$ cat config.mk
export PLATFORM = sky130hd
export DESIGN_NAME = button_debouncer_with_hold
export DESIGN_NICKNAME = d
export VERILOG_FILES = /design/src/bdh_pkg.sv /design/src/bdh_lane.sv /design/src/bdh_merge.sv /design/src/button_debouncer_with_hold.sv
export SDC_FILE = /design/constraint.sdc
export NUM_CORES = 2
export LEC_CHECK = 0
export ABC_AREA = 1
export BUFFER_PORTS_ARGS = -buffer_cell sky130_fd_sc_hd__buf_4
export CELL_PAD_IN_SITES_DETAIL_PLACEMENT = 1
export CELL_PAD_IN_SITES_GLOBAL_PLACEMENT = 1
export CORE_MARGIN = 3
export CORE_UTILIZATION = 51
export CTS_BUF_LIST = sky130_fd_sc_hd__clkbuf_4 sky130_fd_sc_hd__clkbuf_8
export DETAILED_ROUTE_END_ITERATION = 8
export GPL_TIMING_DRIVEN = 1
export HOLD_SLACK_MARGIN = 0.03
export PLACE_DENSITY = 0.92
export SYNTH_ARGS = -nofsm -noshare
export SYNTH_HDL_FRONTEND = slang
export SYNTH_SLANG_ARGS = --single-unit
$ cat constraint.sdc
create_clock -name i_clk -period 22 [get_ports i_clk]
set_clock_uncertainty 0.05 [all_clocks]
set_input_delay 2.2 -clock i_clk [delete_from_list [all_inputs] [get_ports i_clk]]
set_output_delay 2.2 -clock i_clk [all_outputs]
set_load 0.02 [all_outputs]
$ cat src/bdh_pkg.sv
// Shared types and constants of the button debouncer with long-hold events.
package bdh_pkg;

    localparam int NUM_BUTTONS = 6;
    localparam int BTN_IDX_W   = 3;
    localparam int MS_W        = 16;
    localparam int CFG_IDX_W   = 2;

    localparam logic [MS_W-1:0]      DEBOUNCE_RST = 16'd30;
    localparam logic [MS_W-1:0]      HOLD_RST     = 16'd3000;
    localparam logic [BTN_IDX_W-1:0] HOLD_BTN_RST = 3'd0;
    localparam logic [MS_W:0]        HOLD_CEIL    = 17'd65535;

    typedef enum logic [CFG_IDX_W-1:0] {
        CFG_DEBOUNCE_LIMIT = 2'd0,
        CFG_HOLD_LIMIT     = 2'd1,
        CFG_HOLD_BUTTON    = 2'd2
    } t_cfg_idx;

    typedef struct packed {
        logic [NUM_BUTTONS-1:0] pin_levels;
        logic [MS_W-1:0]        delta_ms;
        logic [NUM_BUTTONS-1:0] ack_press;
        logic [NUM_BUTTONS-1:0] ack_release;
        logic                   ack_hold;
        logic [BTN_IDX_W-1:0]   query_button;
    } t_in_item;

    typedef struct packed {
        logic [NUM_BUTTONS-1:0] stable_pressed;
        logic [NUM_BUTTONS-1:0] press_pending;
        logic [NUM_BUTTONS-1:0] release_pending;
        logic                   hold_pending;
        logic [MS_W-1:0]        queried_hold_ms;
        logic [MS_W-1:0]        hold_remaining_ms;
    } t_out_item;

    typedef struct packed {
        logic step;
        logic pin_level;
        logic ack_press;
        logic ack_release;
    } t_lane_ctrl;

    typedef struct packed {
        logic            stable;
        logic            press;
        logic            release_evt;
        logic            changed;
        logic [MS_W-1:0] hold_ms;
    } t_lane_stat;

endpackage

$ cat src/bdh_lane.sv
// One button lane: debounce accumulator, stable level, event latches and hold time.
module bdh_lane
    import bdh_pkg::*;
(
    input  logic            i_clk,
    input  logic            i_rst_n,
    input  t_lane_ctrl      i_ctrl,
    input  logic [MS_W-1:0] i_delta_ms,
    input  logic [MS_W-1:0] i_debounce_limit,
    output t_lane_stat      o_stat
);

    logic            r_stable;
    logic            r_press;
    logic            r_release;
    logic            r_changed;
    logic [MS_W-1:0] r_deb_ms;
    logic [MS_W-1:0] r_hold_ms;

    logic            n_stable;
    logic            n_press;
    logic            n_release;
    logic            n_changed;
    logic [MS_W-1:0] n_deb_ms;
    logic [MS_W-1:0] n_hold_ms;

    logic            raw;
    logic [MS_W:0]   deb_sum;
    logic [MS_W-1:0] deb_acc;
    logic [MS_W-1:0] hold_base;
    logic [MS_W:0]   hold_sum;

    always_comb begin
        raw      = ~i_ctrl.pin_level;
        deb_sum  = {1'b0, r_deb_ms} + {1'b0, i_delta_ms};
        deb_acc  = r_deb_ms;
        n_stable = r_stable;
        n_deb_ms = '0;
        if (raw != r_stable) begin
            if (r_deb_ms < i_debounce_limit) begin
                deb_acc = (deb_sum > {1'b0, i_debounce_limit}) ? i_debounce_limit
                                                               : deb_sum[MS_W-1:0];
            end
            if (deb_acc >= i_debounce_limit) begin
                n_stable = raw;
                n_deb_ms = '0;
            end else begin
                n_deb_ms = deb_acc;
            end
        end
        n_changed = (n_stable != r_stable);
        n_press   = (r_press & ~i_ctrl.ack_press) | (n_changed & n_stable);
        n_release = (r_release & ~i_ctrl.ack_release) | (n_changed & ~n_stable);
        hold_base = n_changed ? '0 : r_hold_ms;
        hold_sum  = {1'b0, hold_base} + {1'b0, i_delta_ms};
        n_hold_ms = hold_base;
        if (n_stable && (hold_sum < HOLD_CEIL)) begin
            n_hold_ms = hold_sum[MS_W-1:0];
        end
    end

    always_ff @(posedge i_clk) begin
        if (!i_rst_n) begin
            r_stable  <= 1'b0;
            r_press   <= 1'b0;
            r_release <= 1'b0;
            r_changed <= 1'b0;
            r_deb_ms  <= '0;
            r_hold_ms <= '0;
        end else if (i_ctrl.step) begin
            r_stable  <= n_stable;
            r_press   <= n_press;
            r_release <= n_release;
            r_changed <= n_changed;
            r_deb_ms  <= n_deb_ms;
            r_hold_ms <= n_hold_ms;
        end
    end

    assign o_stat.stable      = r_stable;
    assign o_stat.press       = r_press;
    assign o_stat.release_evt = r_release;
    assign o_stat.changed     = r_changed;
    assign o_stat.hold_ms     = r_hold_ms;

    a_edge_latched: assert property (@(posedge i_clk) disable iff (!i_rst_n)
        r_changed |-> (r_stable ? r_press : r_release))
        else $error("stable edge without its event latched");

    a_edge_hold_small: assert property (@(posedge i_clk) disable iff (!i_rst_n)
        (i_ctrl.step && n_changed) |=> (r_hold_ms <= $past(i_delta_ms)))
        else $error("hold time not restarted on stable edge");

endmodule

$ cat src/bdh_merge.sv
// Merge stage: combines lane status into the result, owns the hold latch and output register.
module bdh_merge
    import bdh_pkg::*;
(
    input  logic                            i_clk,
    input  logic                            i_rst_n,
    input  logic                            i_load,
    input  t_lane_stat [NUM_BUTTONS-1:0]    i_stat,
    input  logic                            i_ack_hold,
    input  logic [BTN_IDX_W-1:0]            i_query,
    input  logic [BTN_IDX_W-1:0]            i_hold_button,
    input  logic [MS_W-1:0]                 i_hold_limit,
    output t_out_item                       o_item
);

    logic      r_hold_latch;
    t_out_item r_item;

    logic      n_hold_latch;
    t_out_item n_item;

    logic            hb_valid;
    t_lane_stat      hb_stat;
    logic            hb_reached;

    always_comb begin
        hb_valid   = (i_hold_button < BTN_IDX_W'(NUM_BUTTONS));
        hb_stat    = hb_valid ? i_stat[i_hold_button] : '0;
        hb_reached = (hb_stat.hold_ms >= i_hold_limit);

        n_hold_latch = r_hold_latch & ~i_ack_hold;
        if (hb_valid && hb_stat.changed) begin
            n_hold_latch = 1'b0;
        end
        if (hb_valid && hb_stat.stable && hb_reached) begin
            n_hold_latch = 1'b1;
        end

        for (int i = 0; i < NUM_BUTTONS; i++) begin
            n_item.stable_pressed[i]  = i_stat[i].stable;
            n_item.press_pending[i]   = i_stat[i].press;
            n_item.release_pending[i] = i_stat[i].release_evt;
        end
        n_item.hold_pending    = n_hold_latch;
        n_item.queried_hold_ms = (i_query < BTN_IDX_W'(NUM_BUTTONS)) ?
                                 i_stat[i_query].hold_ms : '0;
        if (!hb_valid || !hb_stat.stable) begin
            n_item.hold_remaining_ms = i_hold_limit;
        end else if (hb_reached) begin
            n_item.hold_remaining_ms = '0;
        end else begin
            n_item.hold_remaining_ms = i_hold_limit - hb_stat.hold_ms;
        end
    end

    always_ff @(posedge i_clk) begin
        if (!i_rst_n) begin
            r_hold_latch <= 1'b0;
        end else if (i_load) begin
            r_hold_latch <= n_hold_latch;
        end
    end

    always_ff @(posedge i_clk) begin
        if (i_load) begin
            r_item <= n_item;
        end
    end

    assign o_item = r_item;

    a_remaining_le_limit: assert property (@(posedge i_clk) disable iff (!i_rst_n)
        i_load |-> (n_item.hold_remaining_ms <= i_hold_limit))
        else $error("remaining hold time exceeds hold limit");

endmodule

$ cat src/button_debouncer_with_hold.sv
// Top level of the six-button debouncer with press, release and long-hold events.
//
//  channel  | signals                                  | dir | transfer when
//  ---------+------------------------------------------+-----+----------------------------
//  in       | i_in_valid, o_in_stall, i_in_item        | in  | i_in_valid && !o_in_stall
//  out      | o_out_valid, i_out_stall, o_out_item     | out | o_out_valid && !i_out_stall
//  cfg      | i_cfg_valid, o_cfg_ready, i_cfg_index,   | in  | i_cfg_valid && o_cfg_ready
//           | i_cfg_data                               |     |
//
//  One item per cycle unless the output stalls; o_out_valid rises once the item
//  has passed the lane registers and the output register. Lanes update all button
//  state at input transfer; merge forms result and hold event in the output register.
//  o_in_stall rises only while the lane stage holds an item and the output register
//  is full and stalled. Reset clears all button state and loads the register defaults.
module button_debouncer_with_hold
    import bdh_pkg::*;
#(
    parameter logic [MS_W-1:0]      DEBOUNCE_INIT = DEBOUNCE_RST,
    parameter logic [MS_W-1:0]      HOLD_INIT     = HOLD_RST,
    parameter logic [BTN_IDX_W-1:0] HOLD_BTN_INIT = HOLD_BTN_RST
)
(
    input  logic                 i_clk,
    input  logic                 i_rst_n,
    input  logic                 i_in_valid,
    output logic                 o_in_stall,
    input  t_in_item             i_in_item,
    output logic                 o_out_valid,
    input  logic                 i_out_stall,
    output t_out_item            o_out_item,
    input  logic                 i_cfg_valid,
    output logic                 o_cfg_ready,
    input  logic [CFG_IDX_W-1:0] i_cfg_index,
    input  logic [MS_W-1:0]      i_cfg_data
);

    logic [MS_W-1:0]      r_debounce_limit;
    logic [MS_W-1:0]      r_hold_limit;
    logic [BTN_IDX_W-1:0] r_hold_button;

    logic                 r_s1_valid;
    logic                 r_s1_ack_hold;
    logic [BTN_IDX_W-1:0] r_s1_query;
    logic                 r_out_valid;

    logic                 n_s1_valid;
    logic                 n_out_valid;

    logic                 in_xfer;
    logic                 advance;
    logic                 load;

    t_lane_ctrl [NUM_BUTTONS-1:0] lane_ctrl;
    t_lane_stat [NUM_BUTTONS-1:0] lane_stat;

    assign o_cfg_ready = 1'b1;

    always_ff @(posedge i_clk) begin
        if (!i_rst_n) begin
            r_debounce_limit <= DEBOUNCE_INIT;
            r_hold_limit     <= HOLD_INIT;
            r_hold_button    <= HOLD_BTN_INIT;
        end else if (i_cfg_valid && o_cfg_ready) begin
            unique case (t_cfg_idx'(i_cfg_index))
                CFG_DEBOUNCE_LIMIT: r_debounce_limit <= i_cfg_data;
                CFG_HOLD_LIMIT:     r_hold_limit     <= i_cfg_data;
                CFG_HOLD_BUTTON:    r_hold_button    <= i_cfg_data[BTN_IDX_W-1:0];
                default: ;
            endcase
        end
    end

    assign advance    = !r_out_valid || !i_out_stall;
    assign load       = r_s1_valid && advance;
    assign o_in_stall = r_s1_valid && !advance;
    assign in_xfer    = i_in_valid && !o_in_stall;

    always_comb begin
        n_s1_valid = r_s1_valid;
        if (in_xfer) begin
            n_s1_valid = 1'b1;
        end else if (advance) begin
            n_s1_valid = 1'b0;
        end
        n_out_valid = advance ? r_s1_valid : r_out_valid;
    end

    always_ff @(posedge i_clk) begin
        if (!i_rst_n) begin
            r_s1_valid  <= 1'b0;
            r_out_valid <= 1'b0;
        end else begin
            r_s1_valid  <= n_s1_valid;
            r_out_valid <= n_out_valid;
        end
    end

    always_ff @(posedge i_clk) begin
        if (in_xfer) begin
            r_s1_ack_hold <= i_in_item.ack_hold;
            r_s1_query    <= i_in_item.query_button;
        end
    end

    for (genvar g = 0; g < NUM_BUTTONS; g++) begin : g_lane
        assign lane_ctrl[g].step        = in_xfer;
        assign lane_ctrl[g].pin_level   = i_in_item.pin_levels[g];
        assign lane_ctrl[g].ack_press   = i_in_item.ack_press[g];
        assign lane_ctrl[g].ack_release = i_in_item.ack_release[g];

        bdh_lane u_lane (
            .i_clk            (i_clk),
            .i_rst_n          (i_rst_n),
            .i_ctrl           (lane_ctrl[g]),
            .i_delta_ms       (i_in_item.delta_ms),
            .i_debounce_limit (r_debounce_limit),
            .o_stat           (lane_stat[g])
        );
    end

    bdh_merge u_merge (
        .i_clk         (i_clk),
        .i_rst_n       (i_rst_n),
        .i_load        (load),
        .i_stat        (lane_stat),
        .i_ack_hold    (r_s1_ack_hold),
        .i_query       (r_s1_query),
        .i_hold_button (r_hold_button),
        .i_hold_limit  (r_hold_limit),
        .o_item        (o_out_item)
    );

    assign o_out_valid = r_out_valid;

    a_stall_only_full: assert property (@(posedge i_clk) disable iff (!i_rst_n)
        o_in_stall |-> (r_s1_valid && r_out_valid && i_out_stall))
        else $error("input stalled with room in the pipeline");

    a_drain: assert property (@(posedge i_clk) disable iff (!i_rst_n)
        (r_out_valid && !i_out_stall && !r_s1_valid) |=> !r_out_valid)
        else $error("result repeated after its transfer");

    a_fill: assert property (@(posedge i_clk) disable iff (!i_rst_n)
        (in_xfer && !r_s1_valid && !r_out_valid) |=> (r_s1_valid && !r_out_valid))
        else $error("accepted item lost before the merge stage");

endmodule
==> impl_metrics.ini <==
[clock_network]
ctsResizeCount = 0
path_clk_slew_ps = 50
cts_setup_buffers = 0
htreeDepth = 3
cts_buffer_depth = 3
root_buffer = clkbuf_8
ctsHoldBuffers = 0
numCtsBuffers = 67
clock_latency_ps = 710
cts_tree = built
clock_sinks = 309

[logic_synthesis]
ys_warn_count = 0
ys_seq_elements = 309
synthCells = 5565
synth_edf_count = 55
syn_area_per_cell_um2 = 6.34
synthArstFlopShare_pct = 0
syn_nets = 6141
seq_area_frac_synth_pct = 19.1
yosys.cell_types.count = 60
synth_area_um2 = 35300
synth_ff_type = dfxtp_1

[timing]
slew_violations = 0
setup_tns_ps = 0
hold_slack_ps = 384
fin_crit_ps = 12160
finalSetupViolCount = 0
maxSlewHeadroom_pct = 18.7
hold_viol_final = 0
timing.fmax_ghz = 0.0823
finalCritPeriodShare_pct = 55.3
tightest_slew_ps = 1220
rsz0062_at_grt = no

[setup_path]
r2r_cells = 47
cp_slowest_cell = ha_1
r2r_slack_ps = 11600
cp_top_family = simple AND/OR/NAND/NOR gates
cp_max_fo = 20
cp-start-kind = input port
max_stage_delay_ps = 730
crit_buf_inv = 8
critPathRequiredTime_ps = 22470
crit_path_frequent_cell = nand2_1
crit_path_end_kind = register
cp.arrival_ps = 12630
rr_endpoint = g_lane[3].u_lane.r_hold_ms[4]
reg2reg_from = g_lane[3].u_lane.r_deb_ms[0]
path_class = in2reg

[final_layout]
final_common_cell = nand2_1
regArea_um2 = 6740
area_delta_synth_final_pct = 8.17
multi_input_area_um2 = 25200
nFillCells = 9471
finalNetCount = 6173
fin_area_um2 = 38200
final_cell_mix = 1604 x nand2_1, 650 x inv_1, 559 x a21oi_1
drive_gt1_share_pct = 7.15
final_cells = 6574

[pwr]
p_leak_nw = 19.7
ir_worst_vdd_mv = 0.111
power_density_nw_per_um2 = 134

[min_path]
hp-start = g_lane[4].u_lane.r_release
min_path_cells = 0
min_to = u_merge.o_item[37]
worstHoldPathType = reg2reg

[floorplan]
ios = 115
die_h_um = 269
start_util_pct = 52.0
rows = 95
die_w_um = 269
die_area_um2 = 72400
core_um2 = 67900

[global_routing]
antenna_found_initial = 3
grt-ovfl-total = 0
grt_pass1_wl_um = 228000
grt_pass1_vias = 41600
grt_max_degree = 107
grt_usage_pct = 39.1

[detailed_routing]
first_iter_violations = 3054
final_antenna_net_count = 0
wire_per_inst_um = 22.4
detail_route.first_pass.iterations = 6
postRouteWirelength_um = 148000
vias_per_cell = 6.16
drc_errors = 0
vias = 40470

[place]
post_dp_cell_area_um2 = 36700
hpwl_um = 107000
numPlacedInstances = 6449
gp_congestion = 0.974
io_buffers = 113

[run]
maxCapViolCount = 0

[run_status]
status = complete, no violations
flip-flops by register name, indices dropped and copies added, names as in the netlist:
name and flops:
u_merge.o_item 51, o_out_valid 1, r_hold_limit 16, r_s1_ack_hold 1
u_merge.r_hold_latch 1, r_s1_query 3, g_lane.u_lane.r_hold_ms 96, g_lane.u_lane.r_changed 6
g_lane.u_lane.r_release 6, g_lane.u_lane.r_press 6, r_hold_button 3, g_lane.u_lane.r_stable 6
g_lane.u_lane.r_deb_ms 96, r_debounce_limit 16, r_s1_valid 1
final cells by class:
class | instances | share of cell area [%]
flip-flops and latches | 309 | 17.6
diodes | 2 | 0.0131
multi-input cells | 4394 | 65.9
well taps | 921 | 3.02
repair buffers | 151 | 2.97
clock inverters | 19 | 0.393
clock buffers | 104 | 3.39
inverters | 674 | 6.64
synth_stat cells, drive strengths merged (3+ instances only):
cell type	n	area, µm²
o21a	7	52.6
o21ai	281	1410
nand2	1626	6170
clkbuf	114	428
ha	502	6280
nor4	3	25.0
nand3	562	2930
inv	668	2510
buf	74	450
and3	4	25.0
o2111ai	3	26.3
a21boi	5	37.5
a31oi	10	98.8
o211ai	54	405
nor2	252	978
xor2	70	613
o21bai	25	188
and2	59	369
nand4	155	985
a211oi	9	92.6
nand3b	27	203
xnor2	34	298
or2	36	225
nor3	46	235
a21oi	576	2980
fa	13	260
a21o	21	158
clkinv	6	22.5
edfxtp	55	1650
dfxtp	254	5080
metal layers:
layer | up-vias | GRT usage, % | routed length [µm]
li1 | 18714 | - | -
met1 | 19466 | 48.6 | 59900
met2 | 1706 | 62.5 | 64500
met3 | 584 | 8.16 | 13100
met4 | 0 | 23.3 | 10100
met5 | - | 0 | 0
logic make-up after synthesis:
| logic type | count (synthesis) | share of synthesized area [%] |
|---|---|---|
| AOI/OAI and AO/OA | 1004 | 15.7 |
| xor gates and xnor gates | 104 | 2.58 |
| adders and majority gates | 515 | 18.5 |
| buffers and inverters | 862 | 9.65 |
| DFF | 309 | 19.1 |
| other | 1 | 0.0106 |
| and+or+nand+nor | 2770 | 34.4 |
power by group:
part           switching (mW)  total [mW]  leakage [nW]  internal (mW)
Sequential              0.120       0.811          2.60          0.691
Clock                   0.317       0.707         0.773          0.390
Combinational            2.40        3.60          16.3           1.20
Total                    2.84        5.12          19.7           2.28
how the worst max path moves through the flow:
stage / start / to / depth (start not counted)
after floorplan: i_in_item[17] / g_lane[1].u_lane.r_hold_ms[10] / 57
after global placement: i_in_item[17] / g_lane[3].u_lane.r_hold_ms[13] / 49
after detailed placement: i_in_item[17] / g_lane[4].u_lane.r_hold_ms[6] / 56
after CTS: i_in_item[17] / g_lane[3].u_lane.r_hold_ms[4] / 51
after global routing: i_in_item[17] / g_lane[4].u_lane.r_hold_ms[15] / 56
final: i_in_item[17] / g_lane[3].u_lane.r_hold_ms[4] / 47
stage by stage:
stage / total power [mW] / setup slack [ps] / util [%]
after floorplan: 3.39 / 12160 / -
after global placement: 4.08 / 10200 / 54.1
after detailed placement: 4.27 / 9790 / 54.1
after CTS: 5.03 / 10340 / 56.3
after global routing: 5.57 / 9200 / 56.3
final: 5.12 / 9840 / 56.3
Power figures use the tool's default switching activity.
